**src/rtl/core/cbq_pkg.sv**
```systemverilog
`default_nettype none

package cbq_pkg;

	// sample and coefficient formats
	localparam int SAMPLE_BITS  = 24;
	localparam int COEF_BITS    = 32;
	localparam int FRAC_BITS    = 28;
	localparam int PROD_BITS    = COEF_BITS + SAMPLE_BITS;
	// five products of at most 2^54 each, plus rounding offset
	localparam int ACC_BITS     = PROD_BITS + 2;
	localparam int NUM_SECTIONS = 6;
	localparam int SEC_BITS     = $clog2(NUM_SECTIONS);

	// configuration register file
	localparam int CFG_IDX_BITS = 3;
	localparam int EXTRA_BITS   = 3;
	localparam int ORDER_BITS   = 2;

	localparam logic [CFG_IDX_BITS-1:0] REG_B0     = 3'd0;
	localparam logic [CFG_IDX_BITS-1:0] REG_B1     = 3'd1;
	localparam logic [CFG_IDX_BITS-1:0] REG_B2     = 3'd2;
	localparam logic [CFG_IDX_BITS-1:0] REG_A1     = 3'd3;
	localparam logic [CFG_IDX_BITS-1:0] REG_A2     = 3'd4;
	localparam logic [CFG_IDX_BITS-1:0] REG_EXTRA  = 3'd5;
	localparam logic [CFG_IDX_BITS-1:0] REG_ORDER  = 3'd6;

	localparam logic [ORDER_BITS-1:0] ORDER_FIRST  = 2'd1;
	localparam logic [ORDER_BITS-1:0] ORDER_SECOND = 2'd2;

	localparam logic signed [COEF_BITS-1:0] COEF_UNITY = COEF_BITS'(1) <<< FRAC_BITS;

	// tap order inside one section
	localparam int TAP_BITS = 3;
	localparam logic [TAP_BITS-1:0] TAP_B0 = 3'd0;
	localparam logic [TAP_BITS-1:0] TAP_B1 = 3'd1;
	localparam logic [TAP_BITS-1:0] TAP_A1 = 3'd2;
	localparam logic [TAP_BITS-1:0] TAP_B2 = 3'd3;
	localparam logic [TAP_BITS-1:0] TAP_A2 = 3'd4;

	// control from the sequencer to the multiply-accumulate unit
	typedef struct packed {
		logic issue;
		logic first;
	} mac_ctrl_t;

endpackage

`default_nettype wire

```
**src/rtl/core/cbq_stream_if.sv**
```systemverilog
`default_nettype none

interface cbq_in_if;
	import cbq_pkg::*;
	logic                          valid;
	logic                          ready;
	logic signed [SAMPLE_BITS-1:0] sample_in;

	modport source (output valid, output sample_in, input ready);
	modport sink   (input valid, input sample_in, output ready);
endinterface

interface cbq_out_if;
	import cbq_pkg::*;
	logic                          valid;
	logic                          ready;
	logic signed [SAMPLE_BITS-1:0] sample_out;

	modport source (output valid, output sample_out, input ready);
	modport sink   (input valid, input sample_out, output ready);
endinterface

`default_nettype wire

```
**src/rtl/core/cbq_mac.sv**
```systemverilog
`default_nettype none

module cbq_mac (
	input  wire logic                                   clk,
	input  wire logic                                   arst_n,
	input  wire cbq_pkg::mac_ctrl_t                     ctrl,
	input  wire logic signed [cbq_pkg::COEF_BITS-1:0]   coef,
	input  wire logic signed [cbq_pkg::SAMPLE_BITS-1:0] smp,
	output logic signed [cbq_pkg::SAMPLE_BITS-1:0]      y
);
	import cbq_pkg::*;

	localparam int RND_BITS = ACC_BITS - FRAC_BITS;

	localparam logic signed [ACC_BITS-1:0] RND_HALF = ACC_BITS'(1) <<< (FRAC_BITS - 1);
	localparam logic signed [RND_BITS-1:0] SAT_MAX  =
		RND_BITS'((64'sd1 <<< (SAMPLE_BITS - 1)) - 64'sd1);
	localparam logic signed [RND_BITS-1:0] SAT_MIN  = -SAT_MAX - RND_BITS'(1);

	logic signed [PROD_BITS-1:0] prod_full;
	logic signed [PROD_BITS-1:0] prod_s1;
	mac_ctrl_t                   ctrl_s1;
	logic signed [ACC_BITS-1:0]  acc_q;
	logic signed [ACC_BITS-1:0]  prod_ext;
	logic signed [ACC_BITS-1:0]  acc_rnd;
	logic signed [RND_BITS-1:0]  acc_int;

	// full-width signed product of the selected tap
	assign prod_full = coef * smp;

	// stage 1: product register
	always_ff @(posedge clk or negedge arst_n) begin
		if (!arst_n) begin
			ctrl_s1 <= '0;
		end else begin
			ctrl_s1 <= ctrl;
		end
	end

	always_ff @(posedge clk) begin
		if (ctrl.issue) begin
			prod_s1 <= prod_full;
		end
	end

	// stage 2: accumulate, restarting on the first tap of a section
	assign prod_ext = ACC_BITS'(prod_s1);

	always_ff @(posedge clk) begin
		if (ctrl_s1.issue) begin
			acc_q <= ctrl_s1.first ? prod_ext : acc_q + prod_ext;
		end
	end

	// round half up, then saturate to the sample width
	assign acc_rnd = acc_q + RND_HALF;
	assign acc_int = acc_rnd[ACC_BITS-1:FRAC_BITS];

	always_comb begin
		if (acc_int > SAT_MAX) begin
			y = SAT_MAX[SAMPLE_BITS-1:0];
		end else if (acc_int < SAT_MIN) begin
			y = SAT_MIN[SAMPLE_BITS-1:0];
		end else begin
			y = acc_int[SAMPLE_BITS-1:0];
		end
	end

endmodule

`default_nettype wire

```
**src/rtl/core/cascaded_biquad_filter.sv**
```systemverilog
// channel  | role   | payload                       | request moves
// ---------+--------+-------------------------------+-----------------------------
// dry      | sink   | sample_in, s24                | one sample into the cascade
// wet      | source | sample_out, s24               | one filtered sample
// cfg      | write  | cfg_index 3b, cfg_data 32b    | one register write
//
// one shared 32x24 multiplier and accumulator serve every tap of every section
// a section issues its taps in turn (3 first order, 5 second order), then drains and writes back
// an accepted sample passes each section in use (none in bypass), then the output register
// reset clears coefficients to unity pass-through and all section histories
// dry is not ready until the result has moved into the wet output register

`default_nettype none

module cascaded_biquad_filter (
	input  wire logic                                   clk,
	input  wire logic                                   arst_n,
	cbq_in_if.sink                                      dry,
	cbq_out_if.source                                   wet,
	input  wire logic                                   cfg_wr_en,
	input  wire logic [cbq_pkg::CFG_IDX_BITS-1:0]       cfg_index,
	input  wire logic [cbq_pkg::COEF_BITS-1:0]          cfg_data
);
	import cbq_pkg::*;

	typedef enum logic [4:0] {
		ST_IDLE  = 5'b00001,
		ST_MAC   = 5'b00010,
		ST_DRAIN = 5'b00100,
		ST_WB    = 5'b01000,
		ST_OUT   = 5'b10000
	} state_t;

	localparam logic [SEC_BITS-1:0] SEC_LAST = SEC_BITS'(NUM_SECTIONS - 1);

	state_t state_q;

	logic signed [COEF_BITS-1:0]   b0_q, b1_q, b2_q, a1_q, a2_q;
	logic [EXTRA_BITS-1:0]         extra_q;
	logic [ORDER_BITS-1:0]         order_q;

	logic signed [SAMPLE_BITS-1:0] xh1_q [NUM_SECTIONS];
	logic signed [SAMPLE_BITS-1:0] xh2_q [NUM_SECTIONS];
	logic signed [SAMPLE_BITS-1:0] yh1_q [NUM_SECTIONS];
	logic signed [SAMPLE_BITS-1:0] yh2_q [NUM_SECTIONS];

	logic [SEC_BITS-1:0]           sec_q;
	logic [TAP_BITS-1:0]           tap_q;
	logic signed [SAMPLE_BITS-1:0] s_q;
	logic                          out_vld_q;
	logic signed [SAMPLE_BITS-1:0] out_q;

	logic                          order_ok;
	logic                          second;
	logic [SEC_BITS-1:0]           last_sec;
	logic [TAP_BITS-1:0]           last_tap;
	logic                          in_take;
	logic                          out_load;
	mac_ctrl_t                     mac_ctrl;
	logic signed [COEF_BITS-1:0]   op_coef;
	logic signed [SAMPLE_BITS-1:0] op_smp;
	logic signed [SAMPLE_BITS-1:0] mac_y;

	// configuration registers
	always_ff @(posedge clk or negedge arst_n) begin
		if (!arst_n) begin
			b0_q    <= COEF_UNITY;
			b1_q    <= '0;
			b2_q    <= '0;
			a1_q    <= '0;
			a2_q    <= '0;
			extra_q <= '0;
			order_q <= ORDER_SECOND;
		end else if (cfg_wr_en) begin
			unique case (cfg_index)
				REG_B0:    b0_q    <= cfg_data;
				REG_B1:    b1_q    <= cfg_data;
				REG_B2:    b2_q    <= cfg_data;
				REG_A1:    a1_q    <= cfg_data;
				REG_A2:    a2_q    <= cfg_data;
				REG_EXTRA: extra_q <= cfg_data[EXTRA_BITS-1:0];
				REG_ORDER: order_q <= cfg_data[ORDER_BITS-1:0];
				default: ;
			endcase
		end
	end

	// mode decode
	assign second   = (order_q == ORDER_SECOND);
	assign order_ok = (order_q == ORDER_FIRST) || second;
	assign last_tap = second ? TAP_A2 : TAP_A1;
	assign last_sec = (int'(extra_q) >= NUM_SECTIONS - 1) ? SEC_LAST
		: SEC_BITS'(extra_q);

	assign dry.ready = (state_q == ST_IDLE);
	assign in_take   = dry.valid && dry.ready;

	// result moves into the output register when it is free or being taken
	assign out_load  = (state_q == ST_OUT) && (!out_vld_q || wet.ready);

	// operand select for the shared multiplier
	always_comb begin
		unique case (tap_q)
			TAP_B0: begin
				op_coef = b0_q;
				op_smp  = s_q;
			end
			TAP_B1: begin
				op_coef = b1_q;
				op_smp  = xh1_q[sec_q];
			end
			TAP_A1: begin
				op_coef = a1_q;
				op_smp  = yh1_q[sec_q];
			end
			TAP_B2: begin
				op_coef = b2_q;
				op_smp  = xh2_q[sec_q];
			end
			TAP_A2: begin
				op_coef = a2_q;
				op_smp  = yh2_q[sec_q];
			end
			default: begin
				op_coef = '0;
				op_smp  = '0;
			end
		endcase
	end

	assign mac_ctrl.issue = (state_q == ST_MAC);
	assign mac_ctrl.first = (tap_q == TAP_B0);

	cbq_mac u_mac (
		.clk    (clk),
		.arst_n (arst_n),
		.ctrl   (mac_ctrl),
		.coef   (op_coef),
		.smp    (op_smp),
		.y      (mac_y)
	);

	// sequencer over sections and taps
	always_ff @(posedge clk or negedge arst_n) begin
		if (!arst_n) begin
			state_q   <= ST_IDLE;
			sec_q     <= '0;
			tap_q     <= TAP_B0;
			out_vld_q <= 1'b0;
		end else begin
			if (out_load) begin
				out_vld_q <= 1'b1;
			end else if (wet.valid && wet.ready) begin
				out_vld_q <= 1'b0;
			end
			unique case (state_q)
				ST_IDLE: begin
					if (in_take) begin
						sec_q   <= '0;
						tap_q   <= TAP_B0;
						state_q <= order_ok ? ST_MAC : ST_OUT;
					end
				end
				ST_MAC: begin
					if (tap_q == last_tap) begin
						state_q <= ST_DRAIN;
					end else begin
						tap_q <= tap_q + TAP_BITS'(1);
					end
				end
				ST_DRAIN: begin
					state_q <= ST_WB;
				end
				ST_WB: begin
					tap_q <= TAP_B0;
					if (sec_q == last_sec) begin
						state_q <= ST_OUT;
					end else begin
						sec_q   <= sec_q + SEC_BITS'(1);
						state_q <= ST_MAC;
					end
				end
				ST_OUT: begin
					if (out_load) begin
						state_q <= ST_IDLE;
					end
				end
				default: state_q <= ST_IDLE;
			endcase
		end
	end

	// running section input and result register
	always_ff @(posedge clk) begin
		if (in_take) begin
			s_q <= dry.sample_in;
		end else if (state_q == ST_WB) begin
			s_q <= mac_y;
		end
		if (out_load) begin
			out_q <= s_q;
		end
	end

	// section histories, updated once per section
	always_ff @(posedge clk or negedge arst_n) begin
		if (!arst_n) begin
			for (int i = 0; i < NUM_SECTIONS; i++) begin
				xh1_q[i] <= '0;
				xh2_q[i] <= '0;
				yh1_q[i] <= '0;
				yh2_q[i] <= '0;
			end
		end else if (state_q == ST_WB) begin
			if (second) begin
				xh2_q[sec_q] <= xh1_q[sec_q];
				yh2_q[sec_q] <= yh1_q[sec_q];
			end
			xh1_q[sec_q] <= s_q;
			yh1_q[sec_q] <= mac_y;
		end
	end

	assign wet.valid      = out_vld_q;
	assign wet.sample_out = out_q;

	// section index stays within the configured cascade
	a_sec_range: assert property (@(posedge clk) disable iff (!arst_n)
		(state_q == ST_MAC) |-> (sec_q <= last_sec))
		else $error("section index beyond cascade length");

	// write-back only after the accumulator has drained
	a_wb_after_drain: assert property (@(posedge clk) disable iff (!arst_n)
		(state_q == ST_WB) |-> ($past(state_q) == ST_DRAIN))
		else $error("write-back without drain cycle");

	// a new result appears only when leaving the output state
	a_result_source: assert property (@(posedge clk) disable iff (!arst_n)
		$rose(out_vld_q) |-> ($past(state_q) == ST_OUT))
		else $error("result valid raised outside output state");

	// no new sample is taken while the cascade is busy
	a_no_take_busy: assert property (@(posedge clk) disable iff (!arst_n)
		(state_q == ST_MAC || state_q == ST_DRAIN || state_q == ST_WB) |-> !dry.ready)
		else $error("input ready while computing");

endmodule

`default_nettype wire

```
**src/flat_wrapper.sv**
```systemverilog
// flat-port wrapper written by rule: the top's interface ports become plain ports
module cascaded_biquad_filter_flat import cbq_pkg::*;
  (clk, arst_n, cfg_wr_en, cfg_index, cfg_data, dry_valid, dry_sample_in, dry_ready, wet_valid, wet_sample_out, wet_ready);
  cbq_in_if dry_i ();
  cbq_out_if wet_i ();
  input  wire logic clk;
  input  wire logic arst_n;
  input  wire logic cfg_wr_en;
  input  wire logic [cbq_pkg::CFG_IDX_BITS-1:0] cfg_index;
  input  wire logic [cbq_pkg::COEF_BITS-1:0] cfg_data;
  input wire logic [$bits(dry_i.valid)-1:0] dry_valid;
  input wire logic [$bits(dry_i.sample_in)-1:0] dry_sample_in;
  output wire logic [$bits(dry_i.ready)-1:0] dry_ready;
  output wire logic [$bits(wet_i.valid)-1:0] wet_valid;
  output wire logic [$bits(wet_i.sample_out)-1:0] wet_sample_out;
  input wire logic [$bits(wet_i.ready)-1:0] wet_ready;
  assign dry_i.valid = dry_valid;
  assign dry_i.sample_in = dry_sample_in;
  assign dry_ready = dry_i.ready;
  assign wet_valid = wet_i.valid;
  assign wet_sample_out = wet_i.sample_out;
  assign wet_i.ready = wet_ready;
  cascaded_biquad_filter u_core (.clk(clk), .arst_n(arst_n), .dry(dry_i), .wet(wet_i), .cfg_wr_en(cfg_wr_en), .cfg_index(cfg_index), .cfg_data(cfg_data));
endmodule
```
**config.mk**
```make
export PLATFORM = sky130hd
export DESIGN_NAME = cascaded_biquad_filter_flat
export DESIGN_NICKNAME = d
export VERILOG_FILES = /design/src/rtl/core/cbq_pkg.sv /design/src/rtl/core/cbq_stream_if.sv /design/src/rtl/core/cbq_mac.sv /design/src/rtl/core/cascaded_biquad_filter.sv /design/src/flat_wrapper.sv
export SDC_FILE = /design/constraint.sdc
export NUM_CORES = 2
export LEC_CHECK = 0
export BUFFER_PORTS_ARGS = -buffer_cell sky130_fd_sc_hd__buf_2
export CAP_MARGIN = 20
export CORE_UTILIZATION = 35
export CTS_CLUSTER_DIAMETER = 60
export CTS_CLUSTER_SIZE = 28
export DETAILED_ROUTE_END_ITERATION = 10
export GPL_ROUTABILITY_DRIVEN = 0
export SETUP_SLACK_MARGIN = 0.05
export SYNTH_ARGS = -nofsm -noshare
export SYNTH_HDL_FRONTEND = slang
export SYNTH_HIERARCHICAL = 1
export SYNTH_SLANG_ARGS = --single-unit
export TNS_END_PERCENT = 30
```
**constraint.sdc**
```tcl
create_clock -name clk -period 11 [get_ports clk]
set_clock_uncertainty 0.05 [all_clocks]
set_input_delay 1.1 -clock clk [delete_from_list [all_inputs] [get_ports clk]]
set_output_delay 1.1 -clock clk [all_outputs]
set_load 0.05 [all_outputs]
```
### Word level (Yosys, flattened, before mapping)

Index checks and enable logic that the tools add are counted.

| word-level totals | value |
|---|---|
| input bits | 64 |
| bits in registers | 917 |
| logic and storage cells | 140 |

| cells by class | value |
|---|---|
| equal/unequal tests | 24 |
| bitwise gates (word level) | 1 |
| $lt $le $gt $ge | 5 |
| $mul | 1 |
| multiplexer cells | 40 |
| $add $sub $neg | 4 |
| reduce and logical (&&, ||, !) cells | 24 |

Operators by type and width:

| cell | number |
|---|---|
| bitwise mux 144 bit | 4 |
| two-way mux 24 bit | 13 |
| binary-select mux 24 bit (select 3 bit) | 4 |
| case mux 32 bit (5 select lines) | 1 |
| case mux 24 bit (5 select lines) | 1 |
| demux 24 bit (select 3 bit) | 1 |
| adder 58 x 29 -> 58 bit (second input constant) | 1 |
| adder 58 x 56 -> 58 bit | 1 |
| two-way mux 58 bit | 1 |
| multiplier 32 x 24 -> 56 bit | 1 |
| > comparator 30 x 24 -> 1 bit (second input constant) | 1 |
| < comparator 30 x 24 -> 1 bit (second input constant) | 1 |
| two-way mux 5 bit | 5 |
| case mux 5 bit (5 select lines) | 1 |
| AND reduction 2 bit | 8 |
| two-way mux 3 bit | 5 |
| equality test 3 x 2 -> 1 bit (second input constant) | 4 |
| equality test 3 bit (second input constant) | 4 |
| case mux 3 bit (3 select lines) | 1 |
| AND reduction 3 bit | 3 |
| adder 3 x 1 -> 3 bit (second input constant) | 2 |
| equality test 3 x 1 -> 1 bit (second input constant) | 2 |
| equality test 3 bit | 2 |
| logical NOT 3 bit | 2 |
| other kinds (20) | 30 |

### Logic depth before layout (Yosys ltp)

| logic depth | value |
|---|---|
| word-level depth | 6 |
| depth in mapped cells | 36 |

### By module

The synthesis kept the hierarchy.

By module, submodules not included:

| module | cells an instance | times used | area an instance (um^2) | sequential area each (um^2) |
|---|---|---|---|---|
| cascaded_biquad_filter | 2929 | 1 | 35346.4 | 20288.2 |
| cbq_mac | 3828 | 1 | 35286.3 | 3473.3 |

### Least setup slack after synthesis

OpenSTA, ideal clock, no wires.

| timing path | value |
|---|---|
| path type | register to register |
| start point | register u_core.sec_q[2] |
| end point | register u_core.u_mac.prod_s1[55], data pin |
| cell stages (with the launch flop) | 34 |
| setup time | 0.264 ns |
| period minus slack after synthesis | 8.649 ns |
| slack | 2.351 ns |
| path buffers | 5 |
| data arrival time | 8.335 ns |
| cell sequence | dfrtp_1 buf_2 buf_2 buf_2 buf_2 mux4_2 nand2_1 o31ai_1 a32oi_1 o2111ai_1 clkbuf_1 nand2_1 inv_1 fa_1 fa_1 inv_1 fa_1 inv_1 fa_1 fa_1 fa_1 inv_1 fa_1 inv_1 ha_1 a21o_1 a221o_1 nor3_1 a21oi_1 o31ai_1 o211ai_1 o21a_1 a221oi_1 xnor2_1 |

| on the way | value |
|---|---|
| cells in the longest elaborated chain, start to end | 6 |

Ends and longest elaborated chain:

| element | RTL line | RTL |
|---|---|---|
| from (decl) | cascaded_biquad_filter.sv:47 | `logic [SEC_BITS-1:0] sec_q;` |
| from (signal assigned) | cascaded_biquad_filter.sv:179 | `sec_q <= sec_q + SEC_BITS'(1);` |
| NOT 3 -> 4 bit (implied by the code) * | -- |  |
| binary-select mux 24 bit (select 3 bit) (on tied branches) | -- |  |
| two-way mux 24 bit (on tied branches) (2 in series) | -- |  |
| case mux 24 bit (5 select lines) * | cascaded_biquad_filter.sv:103 | `unique case (tap_q)` |
| via u_core.op_smp[0] | cascaded_biquad_filter.sv:61 | `logic signed [SAMPLE_BITS-1:0] op_smp;` |
| multiplier 32 x 24 -> 56 bit * | cbq_mac.sv:29 | `assign prod_full = coef * smp;` |
| via u_core.u_mac.prod_full[55] | cbq_mac.sv:20 | `logic signed [PROD_BITS-1:0] prod_full;` |
| to (signal assigned) | cbq_mac.sv:42 | `prod_s1 <= prod_full;` |
| to (decl) | cbq_mac.sv:21 | `logic signed [PROD_BITS-1:0] prod_s1;` |

The timed path passes the listed nets; every way through them passes the cells marked *. The select of a mux whose other input is x is not followed.
A chain may end at the register's enable or synchronous reset.

### Worst setup path after layout

| timing path | value |
|---|---|
| start point | register u_core.sec_q[1] |
| end point | register u_core.u_mac.prod_s1[48], data pin |

Same word-level chain as after synthesis.

==> reports/results.ini <==
[clock_network]
numCtsBuffers = 84
hold_buffers = 0
cts_resized = 0
clk_path_buf_depth = 3
htreeDepth = 3
clock_sinks = 917
insertion_delay_ns = 0.73
cts_setup_buffers = 0
clk_pin_slew_worst_paths_ns = 0.09
cts_tree = yes
clock-root-buffer = clkbuf_16

[die]
die_area_um2 = 204000
coreArea_um2 = 200000
die_h_um = 451
rows = 164
initial_utilization = 0.353
ios = 90
die-width_um = 451

[worst_hold_path]
hold_class = input pin to async pin

[timing]
max_freq_ghz = 0.0988
relSlewSlack = 0.181
min_period_ns = 10.13
setup_viol = 0
min_period_over_period = 0.921
worst_pin_slew_ns = 1.22
rsz0062_at_grt = no
tns_ns = 0
slew_viol_final = 0
hold_violations = 0

[route]
vias = 50500
drt_iter0_drc = 3955
wl_per_cell_um = 21.9
vias_per_cell = 5.32
route.detailed.drc = 12
drt-total-wl_um = 207000
drt_pass1_iterations = 11
ant_nets = 0

[yosys]
synthFlopType = dfrtp_1
synth_edf_count = 162
synth_cell_types = 95
synth_adder_area_share = 0.260
synth_area_um2 = 70600
synth_compound_area_frac = 0.101
synthXorXnorAreaFrac = 0.0161
synthMuxAreaShare = 0.107
synth_seq_cells = 917
synth_top_family_by_area = adder cells
syn_inst = 6757
async_reset_ff_frac = 0.823
yosysWarnings = 6
syn_nets = 7820
synth-simple-area-share = 0.111
yosysSeqAreaShare = 0.336
avgSynthCellArea_um2 = 10.5

[critical_path]
worstRegToRegCells = 27
cpMaxStageDelayCell = dfrtp_4
crit_path_frequent_cell = fa_1
cp-end-kind = flip-flop
path_buf_inv = 5
cp_top_family = adder cells
r2r-end = u_core/u_mac/prod_s1[48]$_DFFE_PP_
r2r_setup_slack_ns = 0.87
worstPathRequired_ns = 11.39
cp_max_fo = 27
worstReg2RegStart = u_core/sec_q[1]$_DFFE_PN0P_
start_kind = flip-flop
crit_type = flip-flop to flip-flop
critPathMaxStageDelay_ns = 0.69
arrival_ns = 10.51

[global_routing]
globalRoute.totalOverflow = 0
grt_pass1_vias = 53700
grt_use_total = 0.206
antenna_found_initial = 10
grt_max_degree = 172
grt_pass1_wl_um = 326000

[placed_design]
placed_cells = 9320
post-dp-hpwl_um = 150000
numPortBuffers = 89

[cells_and_area]
drive_above_1_share = 0.159
stdcell_count = 9482
finish.utilization = 0.389
area.growth.synth_to_final_pct = 10.3
layout.nets = 7815

[run_status]
violations = DRC
status = finished, violations left

[flow_run]
maxCapViolations = 0

## routing by layer
layer | vias to the layer above | routed length, um | GRT usage | share of wire
met2 | 1498 | 103000 | 0.355 | 0.50
met1 | 26200 | 87000 | 0.268 | 0.42
li1 | 22400 | - | - | -
met5 | - | 58 | 0 | 0.00028
met4 | 8 | 6720 | 0.0652 | 0.032
met3 | 345 | 11000 | 0.0268 | 0.053
## worst max-delay path by stage
stage / startpoint / end / slack, ns / cells after the start
2_1_floorplan: u_core/sec_q[2]$_DFFE_PN0P_ / u_core/u_mac/prod_s1[55]$_DFFE_PP_ / 2.35 / 33
3_3_place_gp: u_core/sec_q[1]$_DFFE_PN0P_ / u_core/u_mac/prod_s1[53]$_DFFE_PP_ / 1.06 / 29
3_5_place_dp: u_core/sec_q[1]$_DFFE_PN0P_ / u_core/u_mac/prod_s1[53]$_DFFE_PP_ / 1.05 / 29
4_1_cts: u_core/sec_q[1]$_DFFE_PN0P_ / u_core/u_mac/prod_s1[53]$_DFFE_PP_ / 1.01 / 29
5_1_grt: u_core/sec_q[1]$_DFFE_PN0P_ / u_core/u_mac/prod_s1[53]$_DFFE_PP_ / 0.50 / 29
6_report: u_core/sec_q[1]$_DFFE_PN0P_ / u_core/u_mac/prod_s1[48]$_DFFE_PP_ / 0.87 / 27
## metrics by stage
| step | worst slack, ns | instance area (um^2) | hold WS [ns] |
|---|---|---|---|
| final | 0.874 | 77900 | 0.407 |
| after global routing | 0.500 | 77900 | 0.445 |
| after CTS | 1.01 | 77900 | 0.431 |
| after detailed placement | 1.05 | 74900 | 0.415 |
| after global placement | 1.06 | 74800 | 0.407 |
| after floorplan | 2.35 | 70600 | 0.394 |
## registers in the layout (all words and copies together), names as in the netlist
name                   count
u_core/a1_q               32
u_core/xh2_q             144
u_core/b2_q               32
u_core/u_mac/acc_q        58
u_core/tap_q               3
u_core/u_mac/ctrl_s1       2
u_core/yh1_q             144
u_core/xh1_q             144
u_core/extra_q             3
u_core/b0_q               32
u_core/u_mac/prod_s1      56
u_core/b1_q               32
u_core/s_q                24
u_core/a2_q               32
u_core/sec_q               3
u_core/wet.valid           1
u_core/state_q             5
u_core/order_q             2
u_core/yh2_q             144
u_core/wet.sample_out     24
## cell usage after synthesis, drive strengths merged (35+ instances only)
cell,count,share of area
clkbuf,298,0.016
o22ai,35,0.0031
inv,828,0.044
dfrtp,752,0.27
a221oi,41,0.0055
a21oi,181,0.013
o21ai,501,0.035
a21o,42,0.0045
edfxtp,162,0.069
fa,784,0.22
a211oi,52,0.0057
nand3,80,0.0059
mux2i,161,0.023
nand2,852,0.045
and2,377,0.033
a22oi,61,0.0065
buf,101,0.0073
nor2,143,0.0076
mux2,525,0.084
ha,215,0.038
xnor2,84,0.010
xor2,46,0.0057
## final cells by class
class / instances / area (um^2)
Antenna cell: 5 / 12.5
Clock buffer: 91 / 2190
Clock inverter: 64 / 816
Fill cell: 19500 / 122000
Inverter: 830 / 3120
Multi-Input combinational cell: 4611 / 42400
Sequential cell: 917 / 23800
Tap cell: 2656 / 3320
Timing Repair Buffer: 308 / 2260
## worst register-to-register path, cell delays in order (launching register included)
cell and delay [ns]:
dfrtp_4 0.69, nor2b_4 0.70, buf_4 0.53, a221oi_1 0.18, o32a_1 0.35, o211ai_1 0.16
buf_4 0.50, nand2_1 0.20, fa_1 0.60, fa_1 0.45, fa_1 0.58, fa_1 0.45
fa_1 0.55, inv_1 0.05, fa_1 0.48, inv_1 0.06, fa_1 0.55, inv_1 0.06
ha_1 0.29, o21ai_0 0.23, o21ai_0 0.12, a211oi_1 0.35, o21ai_0 0.31, a31oi_1 0.41
o21ai_0 0.29, o2111ai_1 0.35, nand3_1 0.16, xnor2_1 0.17
## layout by cell type, fill, tap and decap left out, types with 28 or more instances in the layout
cell and n:
mux2_2 524, buf_2 88, mux2i_1 161, a22oi_1 61, nand2_1 848, xnor2_1 84
fa_1 784, a21oi_1 181, o21ai_0 437, dfrtp_1 746, buf_4 205, xor2_1 46
edfxtp_1 162, o21ai_1 58, inv_1 825, nor2_1 142, o22ai_1 35, a211oi_1 50
ha_1 214, and2_1 376, nand3_1 71, clkbuf_16 85, a21o_1 41, a221oi_1 38
nand4_1 28
## logic make-up after synthesis
kind of cell / count (synthesis)
AND/OR/NAND/NOR: 1658
XOR/XNOR: 130
buffers and inverters: 1229
multiplexers: 688
adder cells (fa/ha/maj): 999
flip-flops: 917
AO/OA/AOI/OAI: 1136
Power is left out: the tool's default activity adds up to more than one toggle a clock period on the data nets, which glitch-free logic cannot reach.
